**src/rtl/kac_pkg.sv**
```systemverilog
// ----------------------------------------------------------------------------
// kac_pkg
// Shared constants, codes and types for the label agreement check.
// ----------------------------------------------------------------------------
package kac_pkg;

  localparam int MAX_POINTS   = 1024;
  localparam int MAX_FEATURES = 64;
  localparam int MAX_K        = 16;

  localparam int PIDX_W  = $clog2(MAX_POINTS);
  localparam int FIDX_W  = $clog2(MAX_FEATURES);
  localparam int REF_AW  = PIDX_W + FIDX_W;
  localparam int NPTS_W  = 11;
  localparam int NFEAT_W = 7;
  localparam int K_W     = 5;
  localparam int FEAT_W  = 16;
  localparam int LABEL_W = 8;
  localparam int DIST_W  = 40;
  localparam int SQ_W    = 2 * (FEAT_W + 1);

  localparam logic [1:0] CMD_REF_FEAT  = 2'd0;
  localparam logic [1:0] CMD_REF_LABEL = 2'd1;
  localparam logic [1:0] CMD_QUERY     = 2'd2;

  localparam logic [1:0] REG_NEIGHBOR_COUNT = 2'd0;
  localparam logic [1:0] REG_POINT_COUNT    = 2'd1;
  localparam logic [1:0] REG_FEATURE_COUNT  = 2'd2;

  typedef struct packed {
    logic                vld;
    logic [DIST_W-1:0]   dsum;
    logic [LABEL_W-1:0]  lab;
  } kac_entry_t;

endpackage

```
**src/rtl/kac_cell.sv**
```systemverilog
// ----------------------------------------------------------------------------
// kac_cell
// One slot of the sorted best list; shifts right on insertion ahead of it.
// ----------------------------------------------------------------------------
module kac_cell (
  input  logic                clk_i,
  input  logic                rst_ni,
  input  logic                clear_i,
  input  kac_pkg::kac_entry_t ins_i,
  input  kac_pkg::kac_entry_t left_i,
  input  logic                left_lt_i,
  output kac_pkg::kac_entry_t own_o,
  output logic                lt_o
);
  import kac_pkg::*;

  kac_entry_t ent_q, ent_d;

  // new entry orders before this one (an empty slot is after everything)
  assign lt_o = !ent_q.vld || (ins_i.dsum < ent_q.dsum) ||
                ((ins_i.dsum == ent_q.dsum) && (ins_i.lab < ent_q.lab));
  assign own_o = ent_q;

  always_comb begin
    ent_d = ent_q;
    if (clear_i) begin
      ent_d.vld  = 1'b0;
      ent_d.dsum = '1;
      ent_d.lab  = '0;
    end else if (ins_i.vld && lt_o) begin
      if (left_lt_i) begin
        ent_d = left_i;
      end else begin
        ent_d = ins_i;
      end
    end
  end

  always_ff @(posedge clk_i or negedge rst_ni) begin
    if (!rst_ni) begin
      ent_q.vld  <= 1'b0;
      ent_q.dsum <= '1;
      ent_q.lab  <= '0;
    end else begin
      ent_q <= ent_d;
    end
  end

endmodule

```
**config.mk**
```make
export PLATFORM = sky130hd
export DESIGN_NAME = kac_cell
export DESIGN_NICKNAME = d
export VERILOG_FILES = /design/src/rtl/kac_pkg.sv /design/src/rtl/kac_cell.sv
export SDC_FILE = /design/constraint.sdc
export NUM_CORES = 1
export LEC_CHECK = 0
export BUFFER_PORTS_ARGS = -buffer_cell sky130_fd_sc_hd__buf_2
export CAP_MARGIN = 20
export CORE_ASPECT_RATIO = 1.4
export CORE_MARGIN = 2
export CORE_UTILIZATION = 40
export CTS_CLUSTER_DIAMETER = 100
export CTS_CLUSTER_SIZE = 10
export DETAILED_ROUTE_END_ITERATION = 8
export MAX_ROUTING_LAYER = met4
export PLACE_DENSITY = 0.67
export SLEW_MARGIN = 20
export SYNTH_ARGS = -nofsm -noshare
export SYNTH_HDL_FRONTEND = slang
export SYNTH_SLANG_ARGS = --single-unit
```
**constraint.sdc**
```tcl
create_clock -name clk_i -period 5 [get_ports clk_i]
set_input_delay 0.25 -clock clk_i [delete_from_list [all_inputs] [get_ports clk_i]]
set_output_delay 0.25 -clock clk_i [all_outputs]
set_load 0.005 [all_outputs]
```
==> results of run 1 <==
[worst min-delay path by stage]
stage           start        to  slack, ps  depth (start not counted)
2_1_floorplan  rst_ni  own_o[0]        -50                          0
3_3_place_gp   rst_ni  own_o[3]        400                          2
3_5_place_dp   rst_ni  own_o[4]        410                          2
4_1_cts        rst_ni  own_o[1]        100                          2
5_1_grt        rst_ni  own_o[1]        140                          2
6_report       rst_ni  own_o[4]         60                          2
[routing by layer]
layer  vias to the layer above  global-route usage
li1                       1788                   -
met1                      1632               0.225
met2                        94               0.362
met3                        14              0.0257
met4                         0              0.0502
met5                         -                   -
[power by group]
part / switching (mW) / internal, mW / total (mW)
Sequential: 0.0237 / 0.447 / 0.471
Clock: 0.150 / 0.286 / 0.435
Combinational: 0.160 / 0.142 / 0.303
[cell usage after synthesis, drive strengths merged]
cell type | number | area (sq um)
a2111oi | 3 | 45.1
a211oi | 42 | 315
a21o | 6 | 45.0
a21oi | 16 | 80.1
a221o | 1 | 10.0
buf | 6 | 43.8
clkbuf | 20 | 75.1
dfrtp | 9 | 225
dfstp | 40 | 1050
ha | 47 | 588
inv | 47 | 176
mux2 | 8 | 90.1
mux2i | 48 | 480
nand2 | 9 | 33.8
nand2b | 1 | 6.26
nand3 | 3 | 15.0
nand4 | 8 | 50.1
nor2 | 63 | 236
nor2b | 42 | 263
nor3 | 2 | 10.0
nor3b | 1 | 7.51
nor4 | 2 | 18.8
o211ai | 3 | 22.5
o21ai | 5 | 25.0
o221ai | 1 | 8.76
o31a | 1 | 8.76
or2 | 1 | 6.26
or3 | 1 | 6.26
or4 | 1 | 11.3
[through the flow]
| step | hold WS, ps | utilization | worst slack [ps] | instances |
|---|---|---|---|---|
| floorplan | -45.6 | - | 2200 | 437 |
| global placement | 402 | 0.502 | 1700 | 698 |
| detailed placement | 411 | 0.502 | 1550 | 698 |
| CTS | 98.8 | 0.522 | 1520 | 706 |
| global route | 138 | 0.522 | 1180 | 706 |
| finish | 62.3 | 0.522 | 1560 | 706 |
[critical path: stages, from the launching register on]
cell and delay [ps]:
dfstp_2 540, inv_1 40, ha_1 280, nand4_1 160, nor4_2 480, nor3b_1 330
o31a_1 230, a2111oi_4 70, o21ai_4 530, buf_4 420, mux2i_1 260
[area by class of cell]
cell class	count	area [sq um]
fill	974	4570
multi-input combinational	315	2390
sequential	49	1280
timing repair buffer	155	791
inverter	47	176
tap	132	165
clock buffer	5	125
clock inverter	3	65.1
[cell families after synthesis]
kind of cell             Yosys count
AO/OA/AOI/OAI                     78
adder cells (fa/ha/maj)           47
buffers and inverters             73
flip-flops                        49
multiplexers                      56
AND/OR/NAND/NOR                  134
==> impl_metrics.ini, run 1 <==
[pwr]
power.density_nw_per_um2 = 242
leakagePower_nw = 2.67
ir_worst_vdd_uv = 129
finalPower_mw = 1.21

[critical_path]
start_kind = register
reg2reg_to = own_o[16]
critPathArrivalTime_ps = 3650
crit_type = register to register
worst-path-max-fanout = 18
cp-endpoint = own_o[16]
cp-startpoint = own_o[31]
reg2reg_from = own_o[31]
cp.required_ps = 5210
regToRegSetupSlack_ps = 1560
cp-end-kind = register
worst_r2r_path_depth = 10

[finish]
layout.nets = 722
syn2layout_area_growth_pct = 26.3
postLayoutCellArea_sq_um = 4990
layout_commonest_cell = buf_2
layout_common_cells = buf_2 (149), nor2_1 (63), mux2i_1 (48), inv_1 (47), ha_1 (47)
diodes = 0
largest_register_ffs = 49
drive_gt1_frac = 0.362

[die]
coreArea_sq_um = 9560
io_pins = 152
die_area_sq_um = 10700
die_x_um = 88.0
start_util = 0.414
floorplan.die.height_um = 122
std_cell_rows = 42

[logic_synthesis]
synth_top_family_by_area = simple AND/OR/NAND/NOR gates
synthMuxAreaShare = 0.144
syn_area_sq_um = 3960
synth.avg_cell_area_sq_um = 9.05
synth_compound_area_frac = 0.142
synth_warnings = 0
ys_types = 35
syn_inst = 437
yosysSeqAreaShare = 0.323
yosys.area_share.simple = 0.168
synth_fa_ha_area_frac = 0.149
syn_nets = 586
synth-xor-area-share = 0
synth-seq-cells = 49

[timing]
clock_skew_ps = 6.54
tns_ps = 0
rsz0062_at_grt = false
setup_viol = 0
fmax_mhz = 291
worst_pin_slew_ps = 967
fin_crit_ps = 3440
drv_slew = 0
timing.slew.headroom = 0.356
period_share = 0.688
final_hold_viol_count = 0

[detailed_routing]
wl_per_cell_um = 14.2
ant_nets = 0
drt_first_pass_iters = 4
vias = 3528
wl_met2_um = 5300
viasPerCell = 5.00
met1Wirelength_um = 4130
drtIter0Drc = 91
wirelength_um = 10000
routed-wl-met3_um = 420
drc_errors = 0
highest-signal-layer = met4

[clock_network]
cts_buffers = 5
cts_root_buf = clkbuf_16
clkTransAtPathRegs_ps = 70
htreeDepth = 2
cts_tree = built
post-cts-setup-buffer-count = 0
ctsHoldBuffers = 0
cts_buffer_depth = 2
worstSkewPairLatency_ps = 290
cts_resized = 0
clock_sinks = 49

[run]
cap_viol_max_count = 0

[grt]
overflow = 0
grt_max_degree = 98
grt_use_total = 0.198
grt_pass1_vias = 3595
grt_pass1_wl_um = 16400
antenna_found_initial = 0

[placed_design]
placed_area_sq_um = 4800
portBuffers = 151
hpwl_um = 7760
globalplace.congestion = 0.863

[worst_hold_path]
hp-class = primary input to asynchronous set/reset pin

[run_status]
status = completed
Note: power is estimated with default switching activity, not from simulation.
==> inputs of run 2 (changes only) <==
--- a/config.mk
+++ b/config.mk
@@ -14,7 +14,7 @@
 export CTS_CLUSTER_SIZE = 10
 export DETAILED_ROUTE_END_ITERATION = 8
 export MAX_ROUTING_LAYER = met4
-export PLACE_DENSITY = 0.67
+export PLACE_DENSITY = 0.7
 export SLEW_MARGIN = 20
 export SYNTH_ARGS = -nofsm -noshare
 export SYNTH_HDL_FRONTEND = slang
==> constraint.sdc (replaced) <==
create_clock -name clk_i -period 2.95 [get_ports clk_i]
set_input_delay 0.1475 -clock clk_i [delete_from_list [all_inputs] [get_ports clk_i]]
set_output_delay 0.1475 -clock clk_i [all_outputs]
set_load 0.005 [all_outputs]
==> run 2 against run 1 <==
  * Largest power group unchanged
  * Maximum frequency grew 16%
  * Sequential power up 69%
  * Combinational power grew 100%
  * Cell area is 8.9% higher
  * Die area did not move
  * Critical endpoint is now own_o[5]
  * Highest routed layer unchanged
  * Register-to-register slack worse by 1600 ps
  * The flow now finishes with violations (setup timing)
  * Clock-buffer cell count is 1 higher
==> impl_metrics.ini, run 2 (synthesis gave the netlist of run 1 again) <==
[die]
coreArea_sq_um = 9560
start_util = 0.414
io_pins = 152
die_area_sq_um = 10700
std_cell_rows = 42
floorplan.die.height_um = 122
die_x_um = 88.0

[worst_hold_path]
min_from = left_i[30]
whs_endpoint = own_o[30]
hp-class = primary input to register
worstHoldPathCells = 3

[critical_path]
worst-path-max-fanout = 7
path_cells = inv_1 -> ha_1 -> nand2_1 -> o21ai_1 -> a221o_1 -> or4_4 -> a2111oi_4 -> o21ai_4 -> clkbuf_16 -> mux2_4
cp.required_ps = 3130
crit_type = register to register
regToRegSetupSlack_ps = -20
worst_r2r_path_depth = 10
reg2reg_from = own_o[38]
cp_slowest_cell = dfstp_2
worst-path-buf-inv = 2
start_kind = register
critPathTopFamily = compound AO/OA/AOI/OAI gates
critPathArrivalTime_ps = 3150
cp-end-kind = register
cp_slowest_stage_delay_ps = 540
reg2reg_to = own_o[5]

[placed_design]
globalplace.congestion = 0.876
dp_cells = 705
post-place-ws_ps = -4.36
portBuffers = 151
hpwl_um = 7970

[clock_network]
clkTransAtPathRegs_ps = 70
cts_buffers = 5
worstSkewPairLatency_ps = 290
htreeDepth = 2
cts_root_buf = clkbuf_16
clock_sinks = 49
cts_buffer_depth = 2
cts_tree = built

[grt]
grt_use_total = 0.201
grt_pass1_vias = 3582
overflow = 0
grt_pass1_wl_um = 16600
grt_max_degree = 98
antenna_found_initial = 2

[timing]
setup_viol = 9
worst_pin_slew_ps = 968
final.setup.worst_slack_ps = -15.7
holdWs_ps = 141
period_share = 1.01
final_hold_viol_count = 0
drv_slew = 0
rsz0062_at_grt = true
fmax_mhz = 337
fin_crit_ps = 2970
clock_skew_ps = 5.16
timing.slew.headroom = 0.355

[detailed_routing]
vias = 3716
wirelength_um = 10700
wl_per_cell_um = 14.7
drtIter0Drc = 119
drc_errors = 0
ant_nets = 0
viasPerCell = 5.10
drt_first_pass_iters = 4

[pwr]
leakagePower_nw = 2.80
power.density_nw_per_um2 = 385
ir_worst_vdd_uv = 227

[run_status]
violations = setup timing
status = finished, violations left

[run]
cap_viol_max_count = 0

[finish]
syn2layout_area_growth_pct = 37.5
stdcell_count = 729
layout.nets = 743
layout_commonest_cell = buf_2
post-route-util = 0.568
layout_common_cells = buf_2 (149), nor2_1 (63), inv_1 (44), mux2i_1 (44)
largest_register_ffs = 49
drive_gt1_frac = 0.432
run 2: cell types whose count changed in the layout (fill, tap and decap cells not counted), sizes merged:
cell | previous run | this run
clkinv | 1 | 0
diode | 0 | 2
dlygate4sd3 | 0 | 1
buf | 155 | 173
bufinv | 2 | 1
clkinvlp | 0 | 1
clkbuf | 5 | 8
run 2: metal layers:
metal,global-route usage,up-vias,routed length (um)
met5,-,-,0
met4,0.0521,0,195
met3,0.0393,15,566
met2,0.359,100,5610
met1,0.227,1774,4330
li1,-,1827,-
run 2: power breakdown:
part           leakage [nW]  switching, mW  internal, mW  total (mW)
clock network        0.0831          0.264         0.424       0.688
registers             0.541         0.0391         0.758       0.797
logic                  2.17          0.303         0.303       0.606
total                  2.80          0.607          1.48        2.09
run 2: worst max-delay path by stage:
stage                         start         to  slack [ps]  depth (start not counted)
after global routing      own_o[38]  own_o[11]        -120                         11
final                     own_o[38]   own_o[5]         -20                         10
after global placement    own_o[37]   own_o[4]          30                         10
after floorplan           own_o[39]   own_o[0]         150                         10
after detailed placement  own_o[39]   own_o[3]          -4                         10
after CTS                 own_o[39]       lt_o         -40                          9
run 2: layout make-up:
class / instances / area, sq um
inverter: 47 / 176
sequential: 49 / 1280
timing repair buffer: 176 / 1060
clock buffer: 6 / 139
multi-input combinational: 315 / 2580
tap: 132 / 165
clock inverter: 2 / 37.5
antenna: 2 / 5.00
fill: 894 / 4130
run 2: what timing repair did:
item,4_1_cts,5_1_grt
setup endpoints to repair,9,45
buffers inserted,0,11
hold buffers,1,0
gates resized for setup,0,34
cloned,0,2
hold endpoints to repair,5,0
pin swaps,1,5
run 2: worst reg2reg max path, delay by kind of cell, from the launching register on:
kind | cells | cell delay (ps)
mux | 1 | 290
buf+inv | 2 | 240
flops | 1 | 540
fa+ha+maj | 1 | 290
simple gates | 2 | 530
compound gates | 4 | 960
run 2: metrics by stage:
| stage | power, mW | instance area (sq um) | TNS, ps |
|---|---|---|---|
| global placement | 1.33 | 4920 | 0 |
| detailed placement | 1.35 | 4920 | -8.33 |
| CTS | 2.05 | 5100 | -44.1 |
| global route | 2.22 | 5440 | -4410 |
| floorplan | 1.11 | 3960 | 0 |
| finish | 2.09 | 5440 | -49.6 |
